--- config.mk ---
export PLATFORM = sky130hd
export DESIGN_NAME = sirc_ir_decoder_learn_match
export DESIGN_NICKNAME = d
export VERILOG_FILES = /design/src/sv/sirc_pkg.sv /design/src/sv/sirc_classify.sv /design/src/sv/sirc_ir_decoder_learn_match.sv
export VERILOG_INCLUDE_DIRS = /design/src /design/src/sv
export SDC_FILE = /design/constraint.sdc
export NUM_CORES = 1
export LEC_CHECK = 0
export BUFFER_PORTS_ARGS = -buffer_cell sky130_fd_sc_hd__buf_2
export CORE_MARGIN = 1
export CORE_UTILIZATION = 55
export DETAILED_ROUTE_END_ITERATION = 7
export MAX_ROUTING_LAYER = met4
export PLACE_DENSITY_LB_ADDON = 0.12
export SYNTH_ARGS = -nofsm -noshare
export SYNTH_HDL_FRONTEND = slang
export SYNTH_SLANG_ARGS = --single-unit
--- constraint.sdc ---
create_clock -name clock -period 4.4 [get_ports clock]
set_input_delay 0.22 -clock clock [delete_from_list [all_inputs] [get_ports clock]]
set_output_delay 0.22 -clock clock [all_outputs]
set_load 0.05 [all_outputs]
--- src/sv/assert_macros.svh ---
// Assertion macros used by the decoder top level.
`ifndef ASSERT_MACROS_SVH
`define ASSERT_MACROS_SVH

// Same-cycle implication, disabled during reset.
`define ASSERT_IMPLY(label, clk, rst, ante, cons) \
   label: assert property (@(posedge clk) disable iff (rst) (ante) |-> (cons)) \
      else $error("assertion failed");

// Next-cycle implication, disabled during reset.
`define ASSERT_NEXT(label, clk, rst, ante, cons) \
   label: assert property (@(posedge clk) disable iff (rst) (ante) |=> (cons)) \
      else $error("assertion failed");

`endif

--- src/sv/sirc_pkg.sv ---
// Package: widths, register indexes, reset values and types of the SIRC decoder.
`timescale 1ns / 1ps

package sirc_pkg;

   localparam int BITS_PER_FRAME = 12;
   localparam int CODE_W         = 12;
   localparam int TIME_W         = 32;
   localparam int REG_W          = 16;
   localparam int CSR_IDX_W      = 2;

   // accumulator holds at least the reported code width
   localparam int ACC_W   = (BITS_PER_FRAME > CODE_W) ? BITS_PER_FRAME : CODE_W;
   localparam int ACC_IW  = (ACC_W > 1) ? $clog2(ACC_W) : 1;
   localparam int POS_W   = $clog2(BITS_PER_FRAME + 1);
   localparam logic [POS_W-1:0] POS_LAST = POS_W'(BITS_PER_FRAME);

   localparam logic [CSR_IDX_W-1:0] REG_GAP_THRESHOLD = 2'd0;
   localparam logic [CSR_IDX_W-1:0] REG_ZERO_LOW      = 2'd1;
   localparam logic [CSR_IDX_W-1:0] REG_BIT_SPLIT     = 2'd2;
   localparam logic [CSR_IDX_W-1:0] REG_ONE_HIGH      = 2'd3;

   localparam logic [REG_W-1:0] GAP_THRESHOLD_RST = 16'd10000;
   localparam logic [REG_W-1:0] ZERO_LOW_RST      = 16'd600;
   localparam logic [REG_W-1:0] BIT_SPLIT_RST     = 16'd1500;
   localparam logic [REG_W-1:0] ONE_HIGH_RST      = 16'd3200;

   typedef struct packed {
      logic [REG_W-1:0] gap_threshold_us;
      logic [REG_W-1:0] zero_low_us;
      logic [REG_W-1:0] bit_split_us;
      logic [REG_W-1:0] one_high_us;
   } cfg_type;

   typedef struct packed {
      logic is_gap;
      logic is_zero;
      logic is_one;
   } class_type;

endpackage

--- src/sv/sirc_classify.sv ---
// Interval classifier: sorts an edge-to-edge interval into gap, zero bit, one bit or none of them.
`timescale 1ns / 1ps

module sirc_classify (
   input  logic [sirc_pkg::TIME_W-1:0] delta,
   input  sirc_pkg::cfg_type           cfg,
   output sirc_pkg::class_type         cls
);

   logic [sirc_pkg::TIME_W-1:0] gap_ext;
   logic [sirc_pkg::TIME_W-1:0] zlo_ext;
   logic [sirc_pkg::TIME_W-1:0] split_ext;
   logic [sirc_pkg::TIME_W-1:0] ohi_ext;

   assign gap_ext   = sirc_pkg::TIME_W'(cfg.gap_threshold_us);
   assign zlo_ext   = sirc_pkg::TIME_W'(cfg.zero_low_us);
   assign split_ext = sirc_pkg::TIME_W'(cfg.bit_split_us);
   assign ohi_ext   = sirc_pkg::TIME_W'(cfg.one_high_us);

   // all bounds exclusive
   assign cls.is_gap  = delta > gap_ext;
   assign cls.is_zero = (delta > zlo_ext) && (delta < split_ext);
   assign cls.is_one  = (delta > split_ext) && (delta < ohi_ext);

endmodule

--- src/sv/sirc_ir_decoder_learn_match.sv ---
// Top level: SIRC 12-bit IR frame decoder with learn-and-match of the first code.
// The edge beat is registered in the input register, then decoded into the result register,
//    which drives rsp_valid.
// Throughput: one edge beat per cycle while results are taken; a waiting result holds the
//    decode, and one further edge beat can then wait in the input register.
// Reset (synchronous): idle, learning mode, timestamp zero, registers at defaults.
`timescale 1ns / 1ps
`include "assert_macros.svh"

module sirc_ir_decoder_learn_match (
   input  logic                          clock,
   input  logic                          reset,
   input  logic                          req_valid,
   output logic                          req_ready,
   input  logic [sirc_pkg::TIME_W-1:0]   req_edge_time_us,
   output logic                          rsp_valid,
   input  logic                          rsp_ready,
   output logic [sirc_pkg::CODE_W-1:0]   rsp_frame_code,
   output logic                          rsp_frame_error,
   output logic                          rsp_code_stored,
   output logic                          rsp_matched,
   input  logic                          csr_write_enable,
   input  logic [sirc_pkg::CSR_IDX_W-1:0] csr_index,
   input  logic [sirc_pkg::REG_W-1:0]    csr_write_data
);

   sirc_pkg::cfg_type cfg_ff;

   logic                          s1_valid_ff;
   logic [sirc_pkg::TIME_W-1:0]   s1_time_ff;
   logic                          s1_advance;

   logic [sirc_pkg::TIME_W-1:0]   last_ff, last_in;
   logic [sirc_pkg::POS_W-1:0]    pos_ff, pos_in, pos_inc;
   logic                          in_frame_ff, in_frame_in;
   logic [sirc_pkg::ACC_W-1:0]    acc_ff, acc_in, acc_set;
   logic                          learned_valid_ff, learned_valid_in;
   logic [sirc_pkg::CODE_W-1:0]   learned_code_ff, learned_code_in;

   logic                          rsp_valid_ff, rsp_valid_in;
   logic [sirc_pkg::CODE_W-1:0]   code_ff, code_in;
   logic                          error_ff, error_in;
   logic                          code_stored_ff, code_stored_in;
   logic                          matched_ff, matched_in;
   logic                          produce;

   logic [sirc_pkg::TIME_W-1:0]   delta;
   sirc_pkg::class_type           cls;
   logic [sirc_pkg::CODE_W-1:0]   new_code;

   assign s1_advance = s1_valid_ff && (!rsp_valid_ff || rsp_ready);
   assign req_ready  = !s1_valid_ff || s1_advance;

   // configuration registers
   always_ff @(posedge clock) begin
      if (reset) begin
         cfg_ff.gap_threshold_us <= sirc_pkg::GAP_THRESHOLD_RST;
         cfg_ff.zero_low_us      <= sirc_pkg::ZERO_LOW_RST;
         cfg_ff.bit_split_us     <= sirc_pkg::BIT_SPLIT_RST;
         cfg_ff.one_high_us      <= sirc_pkg::ONE_HIGH_RST;
      end else if (csr_write_enable) begin
         unique case (csr_index)
            sirc_pkg::REG_GAP_THRESHOLD: cfg_ff.gap_threshold_us <= csr_write_data;
            sirc_pkg::REG_ZERO_LOW:      cfg_ff.zero_low_us      <= csr_write_data;
            sirc_pkg::REG_BIT_SPLIT:     cfg_ff.bit_split_us     <= csr_write_data;
            sirc_pkg::REG_ONE_HIGH:      cfg_ff.one_high_us      <= csr_write_data;
            default: ;
         endcase
      end
   end

   // input stage
   always_ff @(posedge clock) begin
      if (reset) begin
         s1_valid_ff <= 1'b0;
      end else if (req_ready) begin
         s1_valid_ff <= req_valid;
      end
   end

   always_ff @(posedge clock) begin
      if (req_valid && req_ready) begin
         s1_time_ff <= req_edge_time_us;
      end
   end

   assign delta = s1_time_ff - last_ff;

   sirc_classify u_classify (
      .delta (delta),
      .cfg   (cfg_ff),
      .cls   (cls)
   );

   assign pos_inc  = pos_ff + sirc_pkg::POS_W'(1);
   assign acc_set  = cls.is_one
                   ? (acc_ff | (sirc_pkg::ACC_W'(1) << pos_ff[sirc_pkg::ACC_IW-1:0]))
                   : acc_ff;
   assign new_code = acc_set[sirc_pkg::CODE_W-1:0];

   always_comb begin
      last_in          = last_ff;
      pos_in           = pos_ff;
      in_frame_in      = in_frame_ff;
      acc_in           = acc_ff;
      learned_valid_in = learned_valid_ff;
      learned_code_in  = learned_code_ff;
      produce          = 1'b0;
      code_in          = code_ff;
      error_in         = error_ff;
      code_stored_in   = code_stored_ff;
      matched_in       = matched_ff;
      if (s1_advance) begin
         last_in = s1_time_ff;
         if (cls.is_gap) begin
            // a gap restarts the frame, dropping any partial one
            in_frame_in = 1'b1;
            pos_in      = '0;
            acc_in      = '0;
         end else if (in_frame_ff) begin
            if (cls.is_zero || cls.is_one) begin
               acc_in = acc_set;
               if (pos_inc == sirc_pkg::POS_LAST) begin
                  in_frame_in = 1'b0;
                  pos_in      = '0;
                  produce     = 1'b1;
                  code_in     = new_code;
                  error_in    = 1'b0;
                  if (!learned_valid_ff) begin
                     learned_valid_in = 1'b1;
                     learned_code_in  = new_code;
                     code_stored_in   = 1'b1;
                     matched_in       = 1'b0;
                  end else begin
                     code_stored_in = 1'b0;
                     matched_in     = (new_code == learned_code_ff);
                  end
               end else begin
                  pos_in = pos_inc;
               end
            end else begin
               // bad interval aborts the frame
               in_frame_in    = 1'b0;
               pos_in         = '0;
               produce        = 1'b1;
               code_in        = '0;
               error_in       = 1'b1;
               code_stored_in = 1'b0;
               matched_in     = 1'b0;
            end
         end
      end
   end

   assign rsp_valid_in = (s1_advance && produce) || (rsp_valid_ff && !rsp_ready);

   always_ff @(posedge clock) begin
      if (reset) begin
         last_ff          <= '0;
         pos_ff           <= '0;
         in_frame_ff      <= 1'b0;
         acc_ff           <= '0;
         learned_valid_ff <= 1'b0;
         learned_code_ff  <= '0;
         rsp_valid_ff     <= 1'b0;
      end else begin
         last_ff          <= last_in;
         pos_ff           <= pos_in;
         in_frame_ff      <= in_frame_in;
         acc_ff           <= acc_in;
         learned_valid_ff <= learned_valid_in;
         learned_code_ff  <= learned_code_in;
         rsp_valid_ff     <= rsp_valid_in;
      end
   end

   always_ff @(posedge clock) begin
      code_ff        <= code_in;
      error_ff       <= error_in;
      code_stored_ff <= code_stored_in;
      matched_ff     <= matched_in;
   end

   assign rsp_valid       = rsp_valid_ff;
   assign rsp_frame_code  = code_ff;
   assign rsp_frame_error = error_ff;
   assign rsp_code_stored = code_stored_ff;
   assign rsp_matched     = matched_ff;

   `ASSERT_IMPLY(a_err_clean, clock, reset, rsp_valid_ff && error_ff,
      code_ff == '0 && !code_stored_ff && !matched_ff)
   `ASSERT_IMPLY(a_learn_xor_match, clock, reset, rsp_valid_ff, !(code_stored_ff && matched_ff))
   `ASSERT_IMPLY(a_learn_sets_valid, clock, reset, rsp_valid_ff && code_stored_ff,
      learned_valid_ff && learned_code_ff == code_ff)
   `ASSERT_IMPLY(a_idle_pos_zero, clock, reset, !in_frame_ff, pos_ff == '0)
   `ASSERT_IMPLY(a_pos_range, clock, reset, 1'b1, pos_ff < sirc_pkg::POS_LAST)
   `ASSERT_NEXT(a_learn_sticky, clock, reset, learned_valid_ff,
      learned_valid_ff && $stable(learned_code_ff))

endmodule

==> results of run 1 <==
## power by group
| group | leakage [nW] | internal, mW | switching, mW |
|---|---|---|---|
| combinational | 3.39 | 0.624 | 0.755 |
| sequential | 1.52 | 1.71 | 0.0313 |
| clock | 0.311 | 0.933 | 0.718 |
| total | 5.22 | 3.27 | 1.50 |
## cells in the final DEF, fill, tap and decap left out, types with 4 or more instances in the layout
master and instances:
o211ai_1 30, a21oi_1 140, a22o_1 4, xor2_1 6, nor2b_1 16, nor2_1 68
buf_2 71, buf_6 14, mux2i_1 18, nor3_1 5, ha_1 96, a21oi_2 4
nand2b_1 18, nand4_1 26, o21ai_1 10, inv_1 117, a211oi_1 7, or2_2 4
clkbuf_16 17, nand2_1 232, o21bai_1 8, or4_4 4, buf_4 73, a21o_1 18
o21ai_0 31, or3_1 8, edfxtp_1 47, o21bai_4 4, dlygate4sd3_1 32, dfxtp_1 127
o21a_1 9, xnor2_1 8, nand3_1 23, o2bb2ai_2 9
## sequential cells by signal (all words and copies together) (netlist names)
| signal | cells |
|---|---|
| cfg_ff | 64 |
| in_frame_ff | 1 |
| rsp_frame_code | 12 |
| learned_valid_ff | 1 |
| learned_code_ff | 12 |
| acc_ff | 12 |
| last_ff | 32 |
| s1_time_ff | 32 |
| rsp_frame_error | 1 |
| pos_ff | 4 |
| rsp_matched | 1 |
| s1_valid_ff | 1 |
| rsp_valid | 1 |
| rsp_code_stored | 1 |
## cell families after synthesis
| kind of cell | share of synthesized area, % |
|---|---|
| buf+inv | 6.39 |
| compound gates | 20.5 |
| simple gates | 19.7 |
| fa+ha+maj | 12.2 |
| flops | 38.1 |
| mux | 1.83 |
| xor+xnor | 1.34 |
## synthesized netlist by cell type, types with 18 or more instances
cell,count
nor2_1,70
a21o_1,18
nand3_1,24
nor2b_1,18
clkbuf_1,36
nand2_1,232
nand4_1,26
edfxtp_1,47
ha_1,100
a21oi_1,144
mux2i_1,18
o211ai_1,30
o21ai_0,37
inv_1,118
dfxtp_1,128
nand2b_1,19
## how the worst max path moves through the flow
stage	start	end	cells past startpoint
floorplan	s1_time_ff[1]	acc_ff[9]	22
global placement	s1_time_ff[1]	rsp_matched	21
detailed placement	s1_time_ff[1]	rsp_matched	21
CTS	s1_time_ff[1]	rsp_matched	21
global route	s1_time_ff[1]	rsp_matched	21
finish	s1_time_ff[1]	rsp_frame_code[3]	22
## worst max-delay path, delay by kind of cell (launching register included)
kind	cells	cell delay, ps
compound gates	7	1150
fa+ha+maj	2	530
flops	1	400
simple gates	8	1440
buf+inv	4	700
xor+xnor	1	190
## metal layers
metal	routed length [um]	up-vias
met1	12900	4488
met3	1290	50
met2	13200	292
li1	-	4763
met4	509	0
met5	0	-
## area by class of cell
type | instances | area [um^2] | share of cell area (%)
clock buffers | 18 | 439 | 3.39
clock inverters | 14 | 201 | 1.56
inverters | 118 | 443 | 3.42
multi-input cells | 915 | 6180 | 47.7
flip-flops and latches | 175 | 3980 | 30.7
well taps | 234 | 293 | 2.26
repair buffers | 192 | 1420 | 10.9
## repair_timing
item / 4_1_cts / 5_1_grt
hold buffers: 32 / 0
pin swaps: 21 / 29
setup buffers: 10 / 10
gates resized for setup: 16 / 51
setup endpoints to repair: 51 / 61
gates cloned: 0 / 1
hold endpoints to repair: 32 / 0
==> reports/summary.md, run 1 <==
For the global routing usage summed across all routing layers, the log shows 29.3%. The leakage power was 5.22 nW. The logs give 4840 ps for the arrival time at the worst endpoint and 44300 um for the first-pass GRT wire length.

Yosys attributes the largest share of cell area to dfxtp_1 25%, edfxtp_1 14%, ha_1 12%, nand2_1 8.3%, a21oi_1 6.9%. Clock-pin slew was measured on the worst setup and hold paths at 70 ps. met2 is the most crowded layer. The met1 demand-to-capacity share in global routing is 38.2%. The number of top-level pins came out at 72. The final layout contains 1575 nets. The synthesized net count came out at 1414.

From synthesis to final layout, the design area changed by 24.0%. Highest attainable clock frequency: 0.221 GHz. Hold path startpoint: req_valid.

Summed over its instances, the top area cell type makes up 24.5% of the synthesized netlist area. The post-route fraction of the period consumed by the critical path came out at 103%. The cell at the root of the clock tree is clkbuf_16. The most frequently used flop master after synthesis was dfxtp_1.

Measured on the finished design, the core utilization comes to 69.5%. TritonCTS built the clock tree. The floorplan die height is 140 um.

Excluding fillers, the count of instances in the completed layout stands at 1666. After the first detailed-routing iteration, the DRC count stood at 690. For this run, design rule violations remaining after detail routing come to 0.

The type of origin of the critical path is a flip-flop. The worst setup margin came out at -133 ps. In this run the worst path has a maximum fanout of 5.

Across all layers, the routed design uses 9593 vias. For this design, the slowest cell found on the critical path is edfxtp_1. Setup total negative slack on the finished layout was measured at -1840 ps. The instance area at placement came out at 11500 um^2.

The worst setup path is captured at a flip-flop. Setup repair after global routing could not meet its margin everywhere. The remaining number of nets flagged by the antenna check after routing was 0; the post-detailed-route via-to-cell ratio was 5.76.

For flop-to-flop paths, the worst setup slack is -130 ps. In this run the critical register-to-register path is launched from s1_time_ff[1]. The full die area is 19500 um^2.

Counting the buffers created by CTS gives 17. The critical path is of the reg -> reg type. The number of flops mapped to enable cells by yosys is 47, and the shortest period the worst path allows is 4530 ps. In this run the critical register-to-register path is captured at rsp_frame_code[3]. The run gives 47.2% as the global-route met2 utilization.

Setup violations remaining at the end of the flow were counted as 46. For the iteration count of the initial detailed-routing pass, the log shows 6. The checks that failed: setup timing. The unique cell type count in the Yosys netlist is 79, and the cell count after placement is 1582.

The flow ran to the end, but the final reports show violations. STA puts the critical path data required time at 4700 ps. At the end of routability-driven placement, the weighted congestion stood at 0.935. At the pin with the least slew margin, the transition time is 1240 ps. The count of yosys warnings during synthesis is 0, and the synthesized area divided by synthesized cell count is 8.30 um^2. For the synthesized area, the log shows 10400 um^2.

Walking the worst path, the cells encountered are ha_1 > nor2b_4 > o2111ai_2 > a211oi_2 > nor2_1 > nor2_1 > a31oi_1 > buf_4 > xnor2_1 > buf_4 > ha_1 > a21oi_1 > nor2b_1 > o21ai_1 > o31ai_4 > or3_4 > nor4b_4 > nand4_1 > buf_4 > buf_6 > o21bai_1 > nor2b_1. Synthesis inferred 175 register bits. The logs give 59 for the largest net degree at the start of global routing and 4.78 mW for the sum of internal, switching and leakage power.

The logs give 0 for the final max-slew violation count and 0 for the final hold violation count. The logs give 50 for the count of standard-cell rows and 2 for the maximum buffer depth of the clock tree. For the worst flop-to-flop path, the logic depth is 22.

The H-tree depth reported by CTS is 4, and the number of filler cells placed in the layout is 1531. The total area inside the core boundary comes to 18600 um^2. The remaining global-route overflow was 0.

The worst hold path terminates at s1_valid_ff. The worst setup slack after placement was -268 ps; the highest cell delay on the worst timing path was 400 ps. The tools report the via count of the first global-routing pass as 8997.

VDD sags by at most 398 uV. The most prevalent standard cell on the critical path was buf_4. The routed length per instance works out to 16.8 um.

The smallest hold slack was 54.0 ps. For the post-detailed-routing wire length, the log shows 28000 um. The share of cells above drive strength 1 was 18.4%; the power density over cell area was 369 nW/um^2.

In this run the tool buffered the top-level ports with 71 buffer cells. The logs give 3.37% for the met3 track utilization from global routing and 17.3% for the max-slew headroom at the worst pin. The post-synthesis async set-or-reset flop share was 0%; the instance count along the most critical hold path was 3.

The number of standard cells after synthesis is 1258, and the fraction of the yosys area taken by sequential cells is 38.1%. Die width: 140 um. Cell accounting for the most synthesized area: dfxtp_1.

For the worst-skew pair, the clock arrives at the later sink with an insertion delay of 440 ps. The run gives 0 as the final antenna diode count. Counting every sink on the clock net gives 175. The path class of the tightest hold or removal check is in -> reg. Placed wire-length estimate after detailed placement: 19500 um. For this configuration, the core starts out at a cell density of 56.0%. The logs give 11.2 ps for the worst clock skew on the final layout and 0 for the number of max-capacitance violations reported.

The logs give 13000 um^2 for the design area and 0 for the initial antenna violation count.
(Power assumes the default switching activity.)
==> inputs of run 2 (changes only) <==
--- a/config.mk
+++ b/config.mk
@@ -13,5 +13,7 @@
 export MAX_ROUTING_LAYER = met4
 export PLACE_DENSITY_LB_ADDON = 0.12
+export SETUP_SLACK_MARGIN = 0.15
 export SYNTH_ARGS = -nofsm -noshare
 export SYNTH_HDL_FRONTEND = slang
 export SYNTH_SLANG_ARGS = --single-unit
+export TNS_END_PERCENT = 5
==> constraint.sdc (replaced) <==
create_clock -name clock -period 4.4 [get_ports clock]
set_input_delay 0.88 -clock clock [delete_from_list [all_inputs] [get_ports clock]]
set_output_delay 0.88 -clock clock [all_outputs]
set_load 0.05 [all_outputs]
==> run 2 against run 1 <==
  * The flow still finishes with violations (setup timing)
  * Via count fell by 2.6%
  * Register-to-register slack got worse by 50 ps
  * Power fell by 2.7%
  * Count of clock-buffer cells in the layout fell by 1
  * Clock skew fell by 0.87 ps
  * Largest cell class unchanged
  * Clock power barely moved
  * Sequential power barely moved
  * Flip-flop and latch count did not move
  * Maximum frequency fell by 1.1%
  * Critical path type unchanged
==> reports/summary.md, run 2 (synthesized netlist as in run 1, its figures left out) <==
The flow ran to the end, but the final reports show violations. The final reports fail on setup timing. In this run the core area contains 50 standard-cell rows. The leakage power came out at 5.02 nW. The startpoint of the most critical setup path was s1_time_ff[1]. At the end of the flow, the number of nets in the layout was 1532.

The sum of internal, switching and leakage power is 4.65 mW. Leaving out fill and tap cells, the most frequent cell in the layout is nand2_1. The total negative slack for setup checks is -1200 ps, and the die width is 140 um.

Initial core utilization: 56.0%. The full die area was 19500 um^2; the number of top-level pins was 72. The repair_antennas step left the layout with diodes totalling 0. Based on the critical path, the design can be clocked at up to 0.218 GHz.

After detailed routing, the number of remaining DRC violations is 0. The logs give 26200 um for the post-detailed-routing wire length and 27 for the number of setup violations in the final report. The tools report the worst setup slack after placement as -245 ps.

After detailed routing, the average wire length per cell comes to 16.2 um. The wire-length estimate of the detail-placed layout is 19100 um. The worst hold path begins at last_ff[16]. In this run the worst path has a maximum fanout of 3. The register with the most flip-flops in the layout has 64 of them.

At the worst endpoint, the required time is 4670 ps. Number of max-capacitance violations reported: 0. Worst-case reg-to-reg path depth: 21.

At the pin with the least slew margin, the transition time is 840 ps. Area growth from synthesis to layout: 19.1%. In the final layout, flip-flops and latches occupy 3970 um^2.

The total overflow left after global routing is 0. The largest net degree at the start of global routing was 59. After the first detailed-routing iteration, the DRC count stood at 603. In this run the vertical extent of the chip is 140 um. The logs give 0 for the initial antenna violation count and 0 for the final hold violation count. Counting the fill cells in the layout gives 1576.

The cell sitting at the root of the clock tree is a clkbuf_16. Classification of the worst-slack hold path: reg -> reg. The via count of the first global-routing pass was 8602. The count of nets left with antenna violations once routing finished came out at 0. Counting along the longest clock path gives a buffer depth of 2. Type of origin of the critical path: a flip-flop.

In this run the standard cell core region covers 18600 um^2. On the final layout, the worst clock skew is 10.3 ps. The first-pass GRT wire length is 42500 um. The worst-case vdd ir drop was 277 uV; the power density over cell area was 374 nW/um^2.

For the arrival time at the worst endpoint, the log shows 4850 ps. The clock net in this run drives a total of 175 sinks. The largest registers in the layout are cfg_ff: 64 flops, last_ff: 32 flops, s1_time_ff: 32 flops. Setup repair after global routing could not meet its margin everywhere.

Input and output buffers added on the ports amount to 71. The post-detailed-route via-to-cell ratio works out to 5.75. The critical path is of the reg -> reg type. Global routing used 27.9% of the available tracks across all layers. Counting the buffers created by CTS gives 17. The clock-pin transition on the worst setup and hold timing paths is 70 ps. The logs give 0.928 for the placer congestion estimate and 9340 for the number of vias after detailed routing.

Shortest period the worst path allows: 4590 ps. The post-route fraction of the period consumed by the critical path came out at 104%. For the area taken by multi-input logic gates, the log shows 6130 um^2. The clock tree synthesis step divided the H-tree into 4 levels.

The logs give -185 ps for the worst setup margin and 440 ps for the clock latency reported for the late side of the worst-skew pair. The tools report the final max-slew violation count as 0. Iteration count of the initial detailed-routing pass: 7.

Counting flops per register, the top entry is cfg_ff. TritonCTS built the clock tree. The worst pin sits at a relative slew slack of 44.0%.

Leaving out fill and tap cells, the most frequent cells in the layout are 231 x nand2_1, 141 x a21oi_1, 128 x dfxtp_1. Hold timing on the final database bottoms out at a slack of 453 ps. The worst hold path was traced through 2 stages.

For this run, the share of the core covered by cells in the final layout is 66.7%. Kind of end point of the critical path: a flip-flop. In this run the critical register-to-register path is launched from s1_time_ff[1]. Cells with a size suffix above 1 make up 17.5% of the layout.
-- run 2: layout make-up --
cell class                      count  share of cell area, %
Clock buffer                       17                   3.42
Clock inverter                     15                   1.60
Inverter                          118                   3.56
Multi-Input combinational cell    914                   49.3
Sequential cell                   175                   32.0
Tap cell                          234                   2.35
Timing Repair Buffer              150                   7.81
-- run 2: worst paths after layout --
check / to / slack (ps)
worst max-delay path: rsp_matched / -190
worst min-delay path: last_ff[16] / 450
worst max register to register: rsp_matched / -190
worst min register to register: last_ff[16] / 450
-- run 2: per-layer routing --
layer  track usage [%]  part of all wire (%)  vias up
met5                 -                     0        -
met4              7.75                   1.5        0
met3              3.99                   5.1       44
met2              45.6                    47      268
met1              36.0                    47     4361
li1                  -                     -     4667
-- run 2: metrics by stage --
step	cell area (um^2)	cells
floorplan	10500	1258
global placement	11500	1582
detailed placement	11500	1582
CTS	12200	1618
global route	12400	1623
finish	12400	1623
-- run 2: repair_timing --
action / CTS / global route
endpoints found under the setup margin: 52 / 61
hold buffers: 0 / 0
resized for setup: 21 / 27
pin swaps: 19 / 19
buffers inserted: 4 / 5
-- run 2: power breakdown --
group / switching (mW) / leakage, nW / internal (mW)
Clock: 0.705 / 0.306 / 0.914
Combinational: 0.718 / 3.20 / 0.563
Sequential: 0.0314 / 1.52 / 1.71
-- run 2: worst max-delay path: stages, from the launching register on --
cell and delay, ps:
edfxtp_1 410, ha_1 310, nor2b_4 150, o2111ai_2 130
a211oi_2 320, nor2_1 100, nor2_1 90, a31oi_1 100
o21ai_1 180, xor2_1 240, ha_1 190, nand4_1 130
nor2_1 120, nand3_1 110, a211oi_2 180, a2111oi_2 70
or3_4 440, nor4b_4 210, nand4_1 250, mux2i_1 300
o311ai_2 150, nor4_2 240
==> inputs of run 3 (changes only) <==
- SYNTH_HIERARCHICAL: default -> 1
==> run 3 against run 2 <==
  * The run still ends with setup timing left
  * Synthesized cell count is 4.9% lower
  * Cell count decreased by 0.55%
  * Combinational power about the same
  * Clock power hardly changed
  * Utilization is 5.0 points higher
  * Non-clock buffer count grew 64
  * Critical path type unchanged
  * Largest power group unchanged
  * Highest routed layer unchanged
==> reports/summary.md, run 3 <==
The flop and latch count out of synthesis came out at 175. Wires add up to 25900 um. In this run the power density over the cells is 372 nW/um^2.

The tools report the required time at the endpoint of the critical path as 4660 ps. Cell at the root of the clock tree: clkbuf_16. The number of hold buffers added after CTS was 0.

After synthesis, the most frequently instantiated cells are 240 x nand2_1, 153 x a21oi_1, 128 x dfxtp_1. The number of vias after detailed routing is 9010. The run gives 641 as the starting DRC count in detailed routing. Of the cells placed in the final design, the portion with a size suffix greater than 1 is 24.4%. Most common cell in the netlist: nand2_1. The number of sinks driven by the clock tree is 175. The remaining number of nets flagged by the antenna check after routing was 0. STA classifies the critical path startpoint as a flip-flop.

Setup repair after global routing could not meet its margin everywhere. The floorplan core area is 17500 um^2, and the total of buffers placed on input and output ports is 71. The tools report the initial antenna violation count as 0.

The arrival time at the worst endpoint is 5230 ps. The run gives -575 ps as the worst setup margin. The DRC violation count after routing came out at 0.

Clock-pin slew was measured on the worst setup and hold paths at 70 ps. The post-route fraction of the period consumed by the critical path is 113%. The largest net degree at the start of global routing came out at 106. Shortest period the worst path allows: 4980 ps. Counting flops per register, the top entry is cfg_ff.

The placer congestion estimate was 0.937; the top-area cell type share of the netlist area was 25.7%. Counting the buffers created by CTS gives 17. Among all stages on the critical path, the largest delay is contributed by edfxtp_1. The tools report the sum of internal, switching and leakage power as 4.67 mW. The most common library cell in the layout ignoring fill and taps is nand2_1. The synthesized area divided by synthesized cell count was 8.34 um^2.

The pre-antenna-repair detailed-routing pass consisted of 6 iterations. The logs give 71.7% for the post-route core utilization and 0 for the remaining global-route overflow. The logs give 1353 for the synthesized net count and 57.0% for the initial core utilization.

The net count of the finished layout is 1533. The tools report the worst-case vdd ir drop as 348 uV. The most prevalent standard cell on the critical path is nand4_1. The worst setup path is captured at a flip-flop. Of all flip-flops after synthesis, the portion carrying an async set or reset was 0%. The mapped netlist covers 9970 um^2. The checks that failed: setup timing.

Across the routed clock network, the largest skew measured is 15.3 ps. Area growth from synthesis to layout: 25.7%. At the placement stage, the worst setup path has a slack of -576 ps. The via count of the first global-routing pass is 8461.

Counting flops with a built-in enable in the synthesized netlist gives 47. Of the synthesized area, sequential elements account for 39.9%. The die is 137 um tall. The worst path buffer plus inverter count is 0, and the actual transition at the worst max-transition pin is 1300 ps.

Highest attainable clock frequency: 0.201 GHz. The unique cell type count in the Yosys netlist is 69, and the die width is 137 um. The register with the most flip-flops in the layout has 64 of them.

Excluding fillers, the count of instances in the completed layout stands at 1614. Most frequently used flop master after synthesis: dfxtp_1. Across every metal layer, demand over resource in global routing totals 28.7%.

The final antenna diode count was 0. In this design, the largest share of critical-path delay is due to simple AND/OR/NAND/NOR gates. The critical path goes through ha_1 > a21o_1 > a31oi_1 > and2_1 > o21ai_4 > nor3_1 > o21ai_0 > xor2_1 > nor4_1 > nand4_1 > a211oi_2 > o221ai_4 > o2111a_2 > a31oi_1 > xor2_1 > nand4_1 > nor4_2 > nand4_1 > nor4_2. The run gives 0 as the final hold violation count. The kind of critical path was reg -> reg. The full die area is 18700 um^2. Detailed placement ended at an HPWL of 17500 um.

The flow ran to the end, but the final reports show violations. Max-cap violations in this run came to 0. During I/O placement, the number of pins put on the boundary was 72.

The library cells used most frequently in the layout, excluding fill and tap cells, are 239 x nand2_1, 138 x a21oi_1, 138 x buf_4. In the post-synthesis netlist, the biggest area contributors are dfxtp_1 26%, edfxtp_1 14%, ha_1 13%, nand2_1 9.0%, a21oi_1 7.7%. The run gives 0 as the final max-slew violation count. The tightest min-delay check is of the reg -> reg type. The top fanout value on the critical path came out at 4. The largest registers in the layout are cfg_ff: 64 flops, last_ff: 32 flops, s1_time_ff: 32 flops. The run gives 40800 um as the first-pass GRT wire length.

For the H-tree depth reported by CTS, the log shows 4. TritonCTS built the clock tree. In this run the tightest slew margin relative to its limit is 12.9%.

The number of placed instances, taps included, is 1563. For this run, the slowest stage of the critical path takes 400 ps. After detailed routing, the average wire length per cell comes to 16.1 um.

For this run, the number of Yosys warnings is 6. The maximum buffer depth of the clock tree was 2. At the later pin of the worst-skew pair, clock insertion delay measures 440 ps.

For the count of standard-cell rows, the log shows 48. The run gives 1196 as the number of standard cells after synthesis. dfxtp_1 takes more of the synthesized area than any other cell. In the routed layout, each cell is associated on average with a via count of 5.58.

Setup violations remaining at the end of the flow were counted as 50. The leakage power was 5.18 nW.
-- run 3: changes by cell type after synthesis, sizes merged, moves of 14 or more --
| cell | previous run | this run |
|---|---|---|
| o21ai | 44 | 23 |
| nand3b | 2 | 22 |
| o211ai | 30 | 12 |
| mux2i | 18 | 1 |
| nand2b | 19 | 3 |
| nor2 | 70 | 86 |
| xnor2 | 9 | 23 |
-- run 3: layout make-up --
class                      count  area, um^2
multi-input combinational    861        5800
clock inverter                15         204
clock buffer                  17         425
fill                        1368        4940
timing repair buffer         214        1450
inverter                     107         402
tap                          225         282
sequential                   175        3970
-- run 3: logic make-up after synthesis --
logic type                 after synthesis  share of synthesized area (%)
muxes                                    1                          0.100
adders and majority gates              102                           12.9
buffers and inverters                  160                           6.40
AOI/OAI and AO/OA                      276                           17.2
xor gates and xnor gates                41                           3.60
and+or+nand+nor                        441                           19.9
DFF                                    175                           39.9
-- run 3: report_power, final --
group | switching (mW) | internal, mW
Combinational | 0.701 | 0.575
Clock | 0.683 | 0.960
Sequential | 0.0352 | 1.71
Total | 1.42 | 3.25
-- run 3: layer usage --
layer / wire, um / vias up / GRT usage [%]
li1: - / 4466 / -
met1: 11600 / 4269 / 35.6
met2: 12800 / 238 / 48.1
met3: 1090 / 37 / 3.96
met4: 482 / 0 / 9.26
met5: 0 / - / -
-- run 3: worst paths after layout --
path	start	end	slack, ps	cells after the start
min	cfg_ff[29]	cfg_ff[29]	450	2
max	s1_time_ff[4]	rsp_matched	-580	19
max reg2reg	s1_time_ff[4]	rsp_matched	-580	19
min reg2reg	cfg_ff[29]	cfg_ff[29]	450	2
-- run 3: worst register-to-register path, stage by stage, from the launching register on --
cell and delay (ps):
edfxtp_1 400, ha_1 330, a21o_1 220, a31oi_1 200, and2_1 240, o21ai_4 110
nor3_1 310, o21ai_0 180, xor2_1 170, nor4_1 370, nand4_1 290, a211oi_2 360
o221ai_4 160, o2111a_2 190, a31oi_1 290, xor2_1 250, nand4_1 160, nor4_2 200
nand4_1 180, nor4_2 190
-- run 3: repair_timing --
action	CTS	global route
pin swaps	3	14
gates resized for setup	29	51
hold endpoints to repair	0	0
cloned	0	1
setup endpoints to repair	61	61
setup buffers	12	6
-- run 3: stage by stage --
step | instance area, um^2 | TNS (ps) | hold WS (ps)
2_1_floorplan | 10100 | -217 | 436
3_3_place_gp | 11400 | -8440 | 442
3_5_place_dp | 11400 | -16860 | 447
4_1_cts | 12300 | -7020 | 456
5_1_grt | 12500 | -27350 | 470
6_report | 12500 | -15610 | 454
